### src/sv/positional_list_engine_defines.svh
// Assertion macros used by the positional list engine top level.
`ifndef POSITIONAL_LIST_ENGINE_DEFINES_SVH
`define POSITIONAL_LIST_ENGINE_DEFINES_SVH
`ifndef SYNTHESIS
// same-cycle implication
`define PLE_ASSERT_IMPL(lbl, clk, rst_n, ante, cons) \
	lbl: assert property (@(posedge clk) disable iff (!rst_n) (ante) |-> (cons)) \
		else $error("assertion failed");
// next-cycle implication
`define PLE_ASSERT_NEXT(lbl, clk, rst_n, ante, cons) \
	lbl: assert property (@(posedge clk) disable iff (!rst_n) (ante) |=> (cons)) \
		else $error("assertion failed");
`else
`define PLE_ASSERT_IMPL(lbl, clk, rst_n, ante, cons)
`define PLE_ASSERT_NEXT(lbl, clk, rst_n, ante, cons)
`endif
`endif

### src/sv/ple_pkg.sv
// Shared types and constants of the positional list engine.
package ple_pkg;

	localparam int PLE_CAPACITY = 64;

	localparam int OP_W    = 2;
	localparam int POS_W   = 7;
	localparam int VAL_W   = 8;
	localparam int ST_W    = 2;
	localparam int CNTO_W  = 7;

	typedef enum logic [OP_W-1:0] {
		OP_INSERT = 2'd0,
		OP_DELETE = 2'd1,
		OP_READ   = 2'd2
	} ple_op_t;

	typedef enum logic [ST_W-1:0] {
		ST_OK    = 2'd0,
		ST_RANGE = 2'd1,
		ST_EMPTY = 2'd2,
		ST_FULL  = 2'd3
	} ple_status_t;

	typedef enum logic [2:0] {
		S_IDLE,
		S_DECODE,
		S_SHIFT_RD,
		S_SHIFT_WR,
		S_PLACE,
		S_READ,
		S_READ_WAIT,
		S_RESP
	} ple_state_t;

	typedef struct packed {
		logic load;
		logic advance;
		logic up;
	} ple_step_ctrl_t;

	typedef struct packed {
		logic last;
	} ple_step_stat_t;

endpackage

### src/sv/ple_cmd_if.sv
// Command channel: valid/ready with operation, position and value.
interface ple_cmd_if import ple_pkg::*; ();
	logic             valid;
	logic             ready;
	logic [OP_W-1:0]  operation;
	logic [POS_W-1:0] position;
	logic [VAL_W-1:0] item_value;

	modport source (output valid, operation, position, item_value, input ready);
	modport sink (input valid, operation, position, item_value, output ready);
endinterface

### src/sv/ple_rsp_if.sv
// Response channel: valid/ready with read byte, status, count and empty flag.
interface ple_rsp_if import ple_pkg::*; ();
	logic              valid;
	logic              ready;
	logic [VAL_W-1:0]  read_value;
	logic [ST_W-1:0]   status;
	logic [CNTO_W-1:0] entry_count;
	logic              is_empty;

	modport source (output valid, read_value, status, entry_count, is_empty, input ready);
	modport sink (input valid, read_value, status, entry_count, is_empty, output ready);
endinterface

### src/sv/positional_list_engine.sv
// Top level of the positional list engine: sequencer, count and result registers.
//
// Ordered list of up to CAPACITY bytes addressed by 1-based position. One
// command beat (insert, delete or read) is taken while the engine is idle and
// answered by exactly one response beat carrying the byte read, a status, the
// entry count after the command and an empty flag. The list lives in a RAM
// with one write and one registered read port; entries are moved one at a
// time by a shared index unit, each move being a read step followed by a
// write step. A rejected or unused command goes from decode straight to the
// response; a read passes a RAM read and a wait; an insert moves its entries
// and then writes the new byte; a delete moves its entries. The number of
// entries that move is count - position + 1 for an insert and count -
// position for a delete, at most CAPACITY-1. After the response beat the
// engine returns to idle before it takes the next command beat.
module positional_list_engine import ple_pkg::*; #(
	parameter int CAPACITY = PLE_CAPACITY
) (
	input  logic      clk,
	input  logic      arst_n,
	ple_cmd_if.sink   cmd,
	ple_rsp_if.source rsp
);
`include "positional_list_engine_defines.svh"

	localparam int AW   = $clog2(CAPACITY);
	localparam int CNTW = $clog2(CAPACITY + 1);
	// compare width: holds position, count and count+1 without overflow
	localparam int PW   = ((CNTW > POS_W) ? CNTW : POS_W) + 1;

	ple_state_t       state_q, state_d;
	ple_op_t          op_q;
	logic [POS_W-1:0] pos_q;
	logic [VAL_W-1:0] val_q;
	logic [CNTW-1:0]  count_q;
	ple_status_t      status_q;
	logic [VAL_W-1:0] rdval_q;

	// decode helpers
	logic [PW-1:0] pos_x, cnt_x, pos_m1, cnt_m2;
	logic          ins_pos_ok, acc_pos_ok, is_full, list_empty;

	// sequencer outputs
	ple_step_ctrl_t step_ctrl;
	ple_step_stat_t step_stat;
	logic [AW-1:0]  start_idx, end_idx, src_addr, dst_addr;
	logic           ram_we;
	logic [AW-1:0]  ram_waddr, ram_raddr;
	logic [VAL_W-1:0] ram_wdata, ram_rdata;
	logic           cnt_inc, cnt_dec, res_ld, rd_ld;
	ple_status_t    res_status;

	assign pos_x      = PW'(pos_q);
	assign cnt_x      = PW'(count_q);
	assign pos_m1     = pos_x - PW'(1);
	assign cnt_m2     = cnt_x - PW'(2);
	assign ins_pos_ok = (pos_x != '0) && (pos_x <= cnt_x + PW'(1));
	assign acc_pos_ok = (pos_x != '0) && (pos_x <= cnt_x);
	assign is_full    = (cnt_x == PW'(CAPACITY));
	assign list_empty = (count_q == '0);

	ple_step #(.AW(AW)) u_step (
		.clk      (clk),
		.arst_n   (arst_n),
		.ctrl     (step_ctrl),
		.start_idx(start_idx),
		.end_idx  (end_idx),
		.src_addr (src_addr),
		.dst_addr (dst_addr),
		.stat     (step_stat)
	);

	ple_ram #(.WIDTH(VAL_W), .DEPTH(CAPACITY)) u_store (
		.clk  (clk),
		.we   (ram_we),
		.waddr(ram_waddr),
		.wdata(ram_wdata),
		.raddr(ram_raddr),
		.rdata(ram_rdata)
	);

	always_ff @(posedge clk or negedge arst_n) begin
		if (!arst_n) begin
			state_q <= S_IDLE;
		end else begin
			state_q <= state_d;
		end
	end

	always_comb begin
		state_d    = state_q;
		step_ctrl  = '0;
		start_idx  = '0;
		end_idx    = '0;
		ram_we     = 1'b0;
		ram_waddr  = dst_addr;
		ram_wdata  = ram_rdata;
		ram_raddr  = src_addr;
		cnt_inc    = 1'b0;
		cnt_dec    = 1'b0;
		res_ld     = 1'b0;
		res_status = ST_OK;
		rd_ld      = 1'b0;
		case (state_q)
			S_IDLE: begin
				if (cmd.valid) begin
					state_d = S_DECODE;
				end
			end
			S_DECODE: begin
				res_ld = 1'b1;
				case (op_q)
					OP_INSERT: begin
						if (!ins_pos_ok) begin
							res_status = ST_RANGE;
							state_d    = S_RESP;
						end else if (is_full) begin
							res_status = ST_FULL;
							state_d    = S_RESP;
						end else if (pos_x == cnt_x + PW'(1)) begin
							// append: nothing moves
							state_d = S_PLACE;
						end else begin
							// move entries count-1 .. pos-1 up by one, top first
							step_ctrl.load = 1'b1;
							step_ctrl.up   = 1'b0;
							start_idx      = cnt_x[AW-1:0];
							end_idx        = pos_x[AW-1:0];
							state_d        = S_SHIFT_RD;
						end
					end
					OP_DELETE, OP_READ: begin
						if (list_empty) begin
							res_status = ST_EMPTY;
							state_d    = S_RESP;
						end else if (!acc_pos_ok) begin
							res_status = ST_RANGE;
							state_d    = S_RESP;
						end else if (op_q == OP_READ) begin
							state_d = S_READ;
						end else if (pos_x == cnt_x) begin
							// last entry: nothing moves
							cnt_dec = 1'b1;
							state_d = S_RESP;
						end else begin
							// move entries pos .. count-1 down by one, bottom first
							step_ctrl.load = 1'b1;
							step_ctrl.up   = 1'b1;
							start_idx      = pos_m1[AW-1:0];
							end_idx        = cnt_m2[AW-1:0];
							state_d        = S_SHIFT_RD;
						end
					end
					default: begin
						// unused code: ok, no change
						state_d = S_RESP;
					end
				endcase
			end
			S_SHIFT_RD: begin
				// read address is the source entry
				state_d = S_SHIFT_WR;
			end
			S_SHIFT_WR: begin
				ram_we = 1'b1;
				if (step_stat.last) begin
					if (op_q == OP_INSERT) begin
						state_d = S_PLACE;
					end else begin
						cnt_dec = 1'b1;
						state_d = S_RESP;
					end
				end else begin
					step_ctrl.advance = 1'b1;
					state_d           = S_SHIFT_RD;
				end
			end
			S_PLACE: begin
				ram_we    = 1'b1;
				ram_waddr = pos_m1[AW-1:0];
				ram_wdata = val_q;
				cnt_inc   = 1'b1;
				state_d   = S_RESP;
			end
			S_READ: begin
				ram_raddr = pos_m1[AW-1:0];
				state_d   = S_READ_WAIT;
			end
			S_READ_WAIT: begin
				rd_ld   = 1'b1;
				state_d = S_RESP;
			end
			S_RESP: begin
				if (rsp.ready) begin
					state_d = S_IDLE;
				end
			end
			default: begin
				state_d = S_IDLE;
			end
		endcase
	end

	// command capture
	always_ff @(posedge clk) begin
		if (cmd.valid && cmd.ready) begin
			op_q  <= ple_op_t'(cmd.operation);
			pos_q <= cmd.position;
			val_q <= cmd.item_value;
		end
	end

	// entry count
	always_ff @(posedge clk or negedge arst_n) begin
		if (!arst_n) begin
			count_q <= '0;
		end else if (cnt_inc) begin
			count_q <= count_q + CNTW'(1);
		end else if (cnt_dec) begin
			count_q <= count_q - CNTW'(1);
		end
	end

	// result registers
	always_ff @(posedge clk) begin
		if (res_ld) begin
			status_q <= res_status;
			rdval_q  <= '0;
		end else if (rd_ld) begin
			rdval_q <= ram_rdata;
		end
	end

	assign cmd.ready       = (state_q == S_IDLE);
	assign rsp.valid       = (state_q == S_RESP);
	assign rsp.read_value  = rdval_q;
	assign rsp.status      = status_q;
	assign rsp.entry_count = cnt_x[CNTO_W-1:0];
	assign rsp.is_empty    = list_empty;

	`PLE_ASSERT_IMPL(a_cnt_bound, clk, arst_n, 1'b1, cnt_x <= PW'(CAPACITY))
	`PLE_ASSERT_IMPL(a_one_side, clk, arst_n, 1'b1, !(cmd.ready && rsp.valid))
	`PLE_ASSERT_NEXT(a_accept_decode, clk, arst_n, cmd.valid && cmd.ready,
		state_q == S_DECODE)
	`PLE_ASSERT_NEXT(a_idle_cnt, clk, arst_n, state_q == S_IDLE, $stable(count_q))
endmodule

### src/sv/ple_ram.sv
// Generic simple dual-port RAM, one write and one registered read port.
module ple_ram #(
	parameter int WIDTH = 8,
	parameter int DEPTH = 64
) (
	input  logic                     clk,
	input  logic                     we,
	input  logic [$clog2(DEPTH)-1:0] waddr,
	input  logic [WIDTH-1:0]         wdata,
	input  logic [$clog2(DEPTH)-1:0] raddr,
	output logic [WIDTH-1:0]         rdata
);
	logic [WIDTH-1:0] mem_q [DEPTH];

	always_ff @(posedge clk) begin
		if (we) begin
			mem_q[waddr] <= wdata;
		end
		rdata <= mem_q[raddr];
	end
endmodule

### src/sv/ple_step.sv
// Shared index unit: walks the shift window one entry per step.
module ple_step import ple_pkg::*; #(
	parameter int AW = 6
) (
	input  logic           clk,
	input  logic           arst_n,
	input  ple_step_ctrl_t ctrl,
	input  logic [AW-1:0]  start_idx,
	input  logic [AW-1:0]  end_idx,
	output logic [AW-1:0]  src_addr,
	output logic [AW-1:0]  dst_addr,
	output ple_step_stat_t stat
);
	logic [AW-1:0] idx_q;
	logic [AW-1:0] end_q;
	logic          up_q;
	logic [AW-1:0] nb;

	// one incrementer/decrementer gives both the source and the next index
	assign nb       = up_q ? idx_q + AW'(1) : idx_q - AW'(1);
	assign src_addr = nb;
	assign dst_addr = idx_q;
	assign stat.last = (idx_q == end_q);

	always_ff @(posedge clk or negedge arst_n) begin
		if (!arst_n) begin
			idx_q <= '0;
			end_q <= '0;
			up_q  <= 1'b0;
		end else if (ctrl.load) begin
			idx_q <= start_idx;
			end_q <= end_idx;
			up_q  <= ctrl.up;
		end else if (ctrl.advance) begin
			idx_q <= nb;
		end
	end
endmodule

### src/flat_wrapper.sv
// flat-port wrapper written by rule: the top's interface ports become plain ports
module positional_list_engine_flat import ple_pkg::*;
#(
	parameter int CAPACITY = PLE_CAPACITY
)
  (clk, arst_n, cmd_valid, cmd_operation, cmd_position, cmd_item_value, cmd_ready, rsp_valid, rsp_read_value, rsp_status, rsp_entry_count, rsp_is_empty, rsp_ready);
  ple_cmd_if cmd_i ();
  ple_rsp_if rsp_i ();
  input  logic clk;
  input  logic arst_n;
  input wire logic [$bits(cmd_i.valid)-1:0] cmd_valid;
  input wire logic [$bits(cmd_i.operation)-1:0] cmd_operation;
  input wire logic [$bits(cmd_i.position)-1:0] cmd_position;
  input wire logic [$bits(cmd_i.item_value)-1:0] cmd_item_value;
  output wire logic [$bits(cmd_i.ready)-1:0] cmd_ready;
  output wire logic [$bits(rsp_i.valid)-1:0] rsp_valid;
  output wire logic [$bits(rsp_i.read_value)-1:0] rsp_read_value;
  output wire logic [$bits(rsp_i.status)-1:0] rsp_status;
  output wire logic [$bits(rsp_i.entry_count)-1:0] rsp_entry_count;
  output wire logic [$bits(rsp_i.is_empty)-1:0] rsp_is_empty;
  input wire logic [$bits(rsp_i.ready)-1:0] rsp_ready;
  assign cmd_i.valid = cmd_valid;
  assign cmd_i.operation = cmd_operation;
  assign cmd_i.position = cmd_position;
  assign cmd_i.item_value = cmd_item_value;
  assign cmd_ready = cmd_i.ready;
  assign rsp_valid = rsp_i.valid;
  assign rsp_read_value = rsp_i.read_value;
  assign rsp_status = rsp_i.status;
  assign rsp_entry_count = rsp_i.entry_count;
  assign rsp_is_empty = rsp_i.is_empty;
  assign rsp_i.ready = rsp_ready;
  positional_list_engine #(.CAPACITY(CAPACITY)) u_core (.clk(clk), .arst_n(arst_n), .cmd(cmd_i), .rsp(rsp_i));
endmodule
### config.mk
export PLATFORM = sky130hd
export DESIGN_NAME = positional_list_engine_flat
export DESIGN_NICKNAME = d
export VERILOG_FILES = /design/src/sv/ple_pkg.sv /design/src/sv/ple_cmd_if.sv /design/src/sv/ple_rsp_if.sv /design/src/sv/positional_list_engine.sv /design/src/sv/ple_ram.sv /design/src/sv/ple_step.sv /design/src/flat_wrapper.sv
export VERILOG_INCLUDE_DIRS = /design/src /design/src/sv
export SDC_FILE = /design/constraint.sdc
export NUM_CORES = 1
export LEC_CHECK = 0
export BUFFER_PORTS_ARGS = -buffer_cell sky130_fd_sc_hd__buf_2
export CORE_MARGIN = 2
export CORE_UTILIZATION = 30
export CTS_CLUSTER_DIAMETER = 40
export DETAILED_ROUTE_END_ITERATION = 7
export GPL_ROUTABILITY_DRIVEN = 0
export PLACE_DENSITY = 0.54
export SYNTH_ARGS = -nofsm -noshare
export SYNTH_HDL_FRONTEND = slang
export SYNTH_SLANG_ARGS = --single-unit
### constraint.sdc
create_clock -name clk -period 3.45 [get_ports clk]
set_input_delay 0.69 -clock clk [delete_from_list [all_inputs] [get_ports clk]]
set_output_delay 0.69 -clock clk [all_outputs]
set_load 0.02 [all_outputs]
==> results.json, run 1 <==
{
  "outcome": "finished clean",
  "hold_class": "in2async",
  "rr_startpoint": "u_core.u_step.dst_addr[1]$_DFFE_PN0P_",
  "period_needed_ns": 3.321,
  "ys_seq_area_share_pct": 68.29,
  "cp_slowest_stage_delay_ns": 0.56,
  "start_util_pct": 30.18,
  "layout.cells.non_filler": 3236,
  "placed_area_um2": 26970,
  "yosysTopAreaCell": "edfxtp_1",
  "post-place-cells": 3069,
  "htree_levels": 3,
  "critical_path_buf_inv_count": 3,
  "vias": 17030,
  "netlist_instances": 1915,
  "worstPathCellList": "inv_1, fa_2, mux2i_4, buf_12, buf_12, mux4_2, nor2_1, or3_1, nand3_1, o22ai_1, a31oi_1",
  "multi_input_area_um2": 7209,
  "cts-root-buf": "clkbuf_16",
  "clock_skew_ns": 0.03145,
  "drv_cap": 0,
  "regArea_um2": 16840,
  "maxClockFrequency_mhz": 301.1,
  "synth_top_flop_cell": "edfxtp_1",
  "critPathLaunchType": "register",
  "clock_latency_ns": 0.64,
  "synth_top_cells_by_count": "edfxtp_1, nand2_1, nand3_1",
  "relSlewSlack_pct": 38.76,
  "synth_area_um2": 24660,
  "grt-ovfl-total": 0,
  "r2r_slack_ns": 0.13,
  "wl_mm": 74.20,
  "drt_pre_antenna_iters": 5,
  "dieArea_um2": 84510,
  "ant_nets": 0,
  "slowest_stage": "fa_2",
  "cts_num_sinks": 570,
  "diodes": 0,
  "die_y_um": 290.7,
  "grt_max_degree": 71,
  "fin_tns_setup_ns": 0,
  "synth_enable_flop_cells": 531,
  "syn_avg_cell_area_um2": 12.88,
  "r2r_cells": 11,
  "n_fill_cell": 7831,
  "crit_required_ns": 3.95,
  "wl_per_cell_um": 22.93,
  "drc_errors": 0,
  "io_pins": 41,
  "final_area_um2": 30040,
  "finalSetupViolations": 0,
  "yosysUniqueCellTypes": 82,
  "critPathCaptureType": "register",
  "yosysMostFrequentCell": "edfxtp_1",
  "finalHoldViolCount": 0,
  "core_um2": 81720,
  "clock_path_buffers": 3,
  "cts_tree": "built",
  "path_common_cell": "buf_12",
  "slew_violations": 0,
  "grt_pass1_vias": 16520,
  "synth_nets": 1970,
  "grt_usage_pct": 17.09,
  "async_reset_ff_share_pct": 4.035,
  "worstMarginPinSlew_ns": 0.9163,
  "critPathTopFamily": "multiplexers",
  "path_max_fanout": 29,
  "fin_crit_sh_pct": 96.27,
  "cp.arrival_ns": 3.82,
  "cts_buffers": 86,
  "port_buffers": 40,
  "layout.nets": 2151,
  "synth-seq-cells": 570,
  "dp_hpwl_mm": 47.80,
  "row_count": 105,
  "ys_warn_count": 0,
  "antenna_found_initial": 0,
  "viasPerCell": 5.262,
  "dieWidth_um": 290.7,
  "drive_above_1_share_pct": 18.88,
  "rsz0062_at_grt": "no",
  "area_growth_pct": 21.82,
  "synth_area_leaders": "edfxtp_1, nand2_1, nand3_1, dfrtp_1, mux4_2",
  "r2r-end": "u_core.u_store.rdata[0]$_DFF_P_",
  "drt_iter0_drc": 2079,
  "crit_type": "reg2reg",
  "grt_first_pass_wirelength_mm": 109.2,
  "clkTransAtPathRegs_ns": 0.06,
  "synth_top_area_share_pct": 64.66
}
## placed cells by master, fill, tap and decap left out, types with 11 or more instances in the layout
cell type | Yosys | final
o21ai_0 | 23 | 23
a221oi_1 | 26 | 25
nor3_1 | 16 | 16
buf_4 | 11 | 141
inv_1 | 21 | 20
nand4_1 | 20 | 20
nand3_1 | 143 | 143
a32oi_1 | 11 | 11
buf_2 | 41 | 40
mux4_2 | 22 | 22
clkbuf_16 | 0 | 88
dfrtp_1 | 23 | 23
ha_1 | 32 | 31
nor2_1 | 121 | 121
a21oi_1 | 81 | 81
edfxtp_1 | 531 | 531
a31oi_1 | 37 | 37
clkinv_4 | 0 | 12
clkinv_1 | 2 | 11
nand2_1 | 427 | 419
and3_1 | 30 | 30
buf_12 | 2 | 16
dfxtp_1 | 16 | 16
inv_6 | 0 | 11
a22oi_1 | 24 | 23
xnor2_1 | 18 | 18
mux2i_1 | 22 | 20
clkinvlp_4 | 0 | 11
## worst max path at each step
| stage | startpoint | endpoint | slack (ns) | cells past startpoint |
|---|---|---|---|---|
| 2_1_floorplan | u_core.rsp.entry_count[0]$_DFFE_PN0P_ | u_core.u_step.dst_addr[2]$_DFFE_PN0P_ | 0.29 | 13 |
| 3_3_place_gp | u_core.u_step.dst_addr[1]$_DFFE_PN0P_ | u_core.u_store.rdata[6]$_DFF_P_ | 0.1 | 11 |
| 3_5_place_dp | u_core.u_step.dst_addr[1]$_DFFE_PN0P_ | u_core.u_store.rdata[0]$_DFF_P_ | 0.07 | 13 |
| 4_1_cts | u_core.u_step.dst_addr[1]$_DFFE_PN0P_ | u_core.u_store.rdata[0]$_DFF_P_ | 0.05 | 13 |
| 5_1_grt | u_core.pos_q[0]$_DFFE_PP_ | u_core.u_store.rdata[0]$_DFF_P_ | 0.01 | 11 |
| 6_report | u_core.u_step.dst_addr[1]$_DFFE_PN0P_ | u_core.u_store.rdata[0]$_DFF_P_ | 0.13 | 11 |
## logic make-up (layout without fill, tap and decap cells)
logic type / count (synthesis) / in the layout / share of synthesized area (%)
AO/OA/AOI/OAI: 292 / 292 / 8.154
XOR/XNOR: 28 / 28 / 1.025
adder cells (fa/ha/maj): 34 / 34 / 1.786
buffers and inverters: 131 / 381 / 2.882
flip-flops: 570 / 570 / 68.29
multiplexers: 51 / 52 / 3.399
AND/OR/NAND/NOR: 809 / 809 / 14.46
## metrics by stage
stage / utilization [%] / hold slack, ns / setup WS (ns)
after floorplan: - / 0.3944 / 0.2932
after global placement: 33.00 / 0.4813 / 0.09901
after detailed placement: 33.00 / 0.4823 / 0.07399
after CTS: 36.60 / 0.05709 / 0.04646
after global routing: 36.76 / 0.08073 / 0.009520
final: 36.76 / 0.05559 / 0.1287
## cell type report
type                            instances  area share [%]
Clock inverter                         65           2.457
Multi-Input combinational cell       1215           24.00
Tap cell                             1070           4.457
Sequential cell                       570           56.06
Inverter                               23          0.2874
Timing Repair Buffer                  200           5.415
Clock buffer                           93           7.322
## metal layers
layer / up-vias / routed length, µm / global-route usage, % / part of all wire, %
met5: - / 0 / 0 / 0
met3: 138 / 5602 / 3.105 / 7.5
met4: 0 / 2570 / 6.205 / 3.5
met1: 8566 / 32150 / 24.11 / 43
met2: 747 / 33880 / 26.30 / 46
li1: 7576 / - / - / -
## sequential cells by signal, indices dropped and copies added (netlist names)
| register | cells |
|---|---|
| u_core.state_q | 3 |
| u_core.u_step.dst_addr | 6 |
| u_core.val_q | 8 |
| u_core.u_step.up_q | 1 |
| u_core.rsp.read_value | 8 |
| u_core.u_store.rdata | 8 |
| u_core.u_store.mem_q | 512 |
| u_core.op_q | 2 |
| u_core.u_step.end_q | 6 |
| u_core.rsp.status | 2 |
| u_core.pos_q | 7 |
| u_core.rsp.entry_count | 7 |
## what timing repair did
| action | in CTS | in global routing |
|---|---|---|
| pin swaps | 0 | 1 |
| gates cloned | 0 | 2 |
| setup endpoints to repair | 1 | 5 |
| hold endpoints to repair | 0 | 0 |
| hold buffers | 0 | 0 |
| gates resized for setup | 1 | 8 |
| setup buffers | 0 | 7 |
Power of run 1 is not shown: default switching activity piles up to over one toggle a cycle in this logic, so the estimate is an artifact.
==> run 2, diff against run 1 <==
--- a/config.mk
+++ b/config.mk
@@ -12,7 +12,7 @@
 export CTS_CLUSTER_DIAMETER = 40
 export DETAILED_ROUTE_END_ITERATION = 7
 export GPL_ROUTABILITY_DRIVEN = 0
-export PLACE_DENSITY = 0.54
+export PLACE_DENSITY = 0.56
 export SYNTH_ARGS = -nofsm -noshare
 export SYNTH_HDL_FRONTEND = slang
 export SYNTH_SLANG_ARGS = --single-unit
==> constraint.sdc (replaced) <==
create_clock -name clk -period 2.94 [get_ports clk]
set_input_delay 0.588 -clock clk [delete_from_list [all_inputs] [get_ports clk]]
set_output_delay 0.588 -clock clk [all_outputs]
set_load 0.02 [all_outputs]
==> run 2 against run 1 <==
Via count rose by 1.4%. Sequential share of layout area fell by 2.5 points. Non-clock buffer count rose by 115. Flip-flop and latch count did not move. Utilization rose by 1.7 points. Global-route usage fell by 0.31 points. Critical path type unchanged. Highest routed layer unchanged.
==> results.json, run 2 (synthesized netlist as in run 1, its figures left out) <==
{
  "outcome": "finished clean",
  "clock_latency_ns": 0.64,
  "antenna_found_initial": 0,
  "drt_pre_antenna_iters": 5,
  "ant_nets": 0,
  "finalHoldViolCount": 0,
  "drive_above_1_share_pct": 25.05,
  "fin_ws_ns": 0.05132,
  "area_growth_pct": 27.59,
  "fin_crit_sh_pct": 98.25,
  "fin_hold_ws_ns": 0.1324,
  "place_ws_ns": -0.2820,
  "clkTransAtPathRegs_ns": 0.05,
  "grt_first_pass_wirelength_mm": 107.8,
  "row_count": 105,
  "layout_common_cells": "edfxtp_1, nand2_1, buf_4",
  "critPathTopFamily": "compound AO/OA/AOI/OAI gates",
  "start_util_pct": 30.18,
  "mostFrequentLayoutCell": "edfxtp_1",
  "fin_util_pct": 38.50,
  "finalSetupViolations": 0,
  "rsz0062_at_grt": "yes",
  "dp_hpwl_mm": 47.40,
  "grt-ovfl-total": 0,
  "cp_slowest_stage_delay_ns": 0.48,
  "drc_errors": 0,
  "maxClockFrequency_mhz": 346.2,
  "top_register": "u_core.u_store.mem_q",
  "grt_use_met1_pct": 23.15,
  "wl_per_cell_um": 21.60,
  "drt_iter0_drc": 1705,
  "grt_max_degree": 69,
  "wl_mm": 72.41,
  "critPathLaunchType": "register",
  "cts-root-buf": "clkbuf_16",
  "grt_pass1_vias": 16990,
  "grt_usage_pct": 16.78,
  "layout.nets": 2265,
  "path_common_cell": "buf_4",
  "crit_type": "reg2reg",
  "crit_required_ns": 3.49,
  "path_max_fanout": 6,
  "port_buffers": 40,
  "diodes": 0,
  "largest_reg_flops": 512,
  "dieArea_um2": 84510,
  "critPathCaptureType": "register",
  "clock_path_buffers": 3,
  "use_met3_pct": 3.487,
  "htree_levels": 3,
  "period_needed_ns": 2.889,
  "slew_violations": 0,
  "slowest_stage": "edfxtp_1",
  "critical_path_buf_inv_count": 3,
  "drv_cap": 0,
  "cts_num_sinks": 570,
  "grt_util_met2_pct": 26.08,
  "worstPathCellList": "buf_4, buf_4, ha_1, nor2b_1, o21a_1, o21a_1, o31ai_1, a21oi_2, nor4_1, buf_4, a221o_1",
  "cp.arrival_ns": 3.44,
  "dieWidth_um": 290.7,
  "busiest_layer": "met2",
  "cts_tree": "built",
  "io_pins": 41,
  "core_um2": 81720,
  "relSlewSlack_pct": 45.60,
  "layout.cells.non_filler": 3353,
  "cts_buffers": 86,
  "viasPerCell": 5.150,
  "vias": 17270,
  "post-place-cells": 3166,
  "worstMarginPinSlew_ns": 0.8098,
  "hold_class": "in2reg",
  "die_y_um": 290.7,
  "clock_skew_ns": 0.02367
}
[run 2: layout make-up]
class / instances / area (µm²)
clock buffer: 97 / 2193
inverter: 23 / 86.33
tap: 1070 / 1339
timing repair buffer: 315 / 2816
clock inverter: 64 / 678.2
sequential: 570 / 16840
fill: 7684 / 50250
multi-input combinational: 1214 / 7507
[run 2: worst paths after layout]
check | from | end | slack (ns) | cells after the start
worst min-delay path | cmd_operation[1] | u_core.op_q[1]$_DFFE_PP_ | 0.13 | 1
worst min register to register | u_core.rsp.read_value[3]$_SDFFE_PP0N_ | u_core.rsp.read_value[3]$_SDFFE_PP0N_ | 0.48 | 2
min in group asynchronous | arst_n | u_core.rsp.entry_count[0]$_DFFE_PN0P_ | 0.51 | 2
max in group asynchronous | arst_n | u_core.rsp.entry_count[1]$_DFFE_PN0P_ | 2.00 | 2
worst max-delay path | u_core.pos_q[1]$_DFFE_PP_ | u_core.u_step.dst_addr[5]$_DFFE_PN0P_ | 0.05 | 11
worst max register to register | u_core.pos_q[1]$_DFFE_PP_ | u_core.u_step.dst_addr[5]$_DFFE_PN0P_ | 0.05 | 11
[run 2: repair_timing]
item | 4_1_cts | 5_1_grt
endpoints found under the setup margin | 12 | 87
hold buffers | 1 | 0
resized for setup | 19 | 74
gates cloned | 1 | 2
buffers inserted | 8 | 14
pin swaps | 5 | 18
hold endpoints to repair | 23 | 0
[run 2: metrics by stage]
stage,area (µm²),TNS (ns)
2_1_floorplan,24670,0
3_3_place_gp,27870,-0.8105
3_5_place_dp,27870,-0.9623
4_1_cts,30980,0
5_1_grt,31460,-0.3707
6_report,31460,0
[run 2: worst register-to-register path: stages (launching register included)]
cell,delay [ns]
edfxtp_1,0.48
buf_4,0.20
buf_4,0.13
ha_1,0.31
nor2b_1,0.15
o21a_1,0.17
o21a_1,0.18
o31ai_1,0.25
a21oi_2,0.13
nor4_1,0.41
buf_4,0.23
a221o_1,0.19
[run 2: per-layer routing]
metal	wire length [µm]	up-vias
met5	0	-
met4	2331	0
met3	5923	130
met2	32980	735
met1	31180	8597
li1	-	7807
Power of run 2 is left out for the same reason.
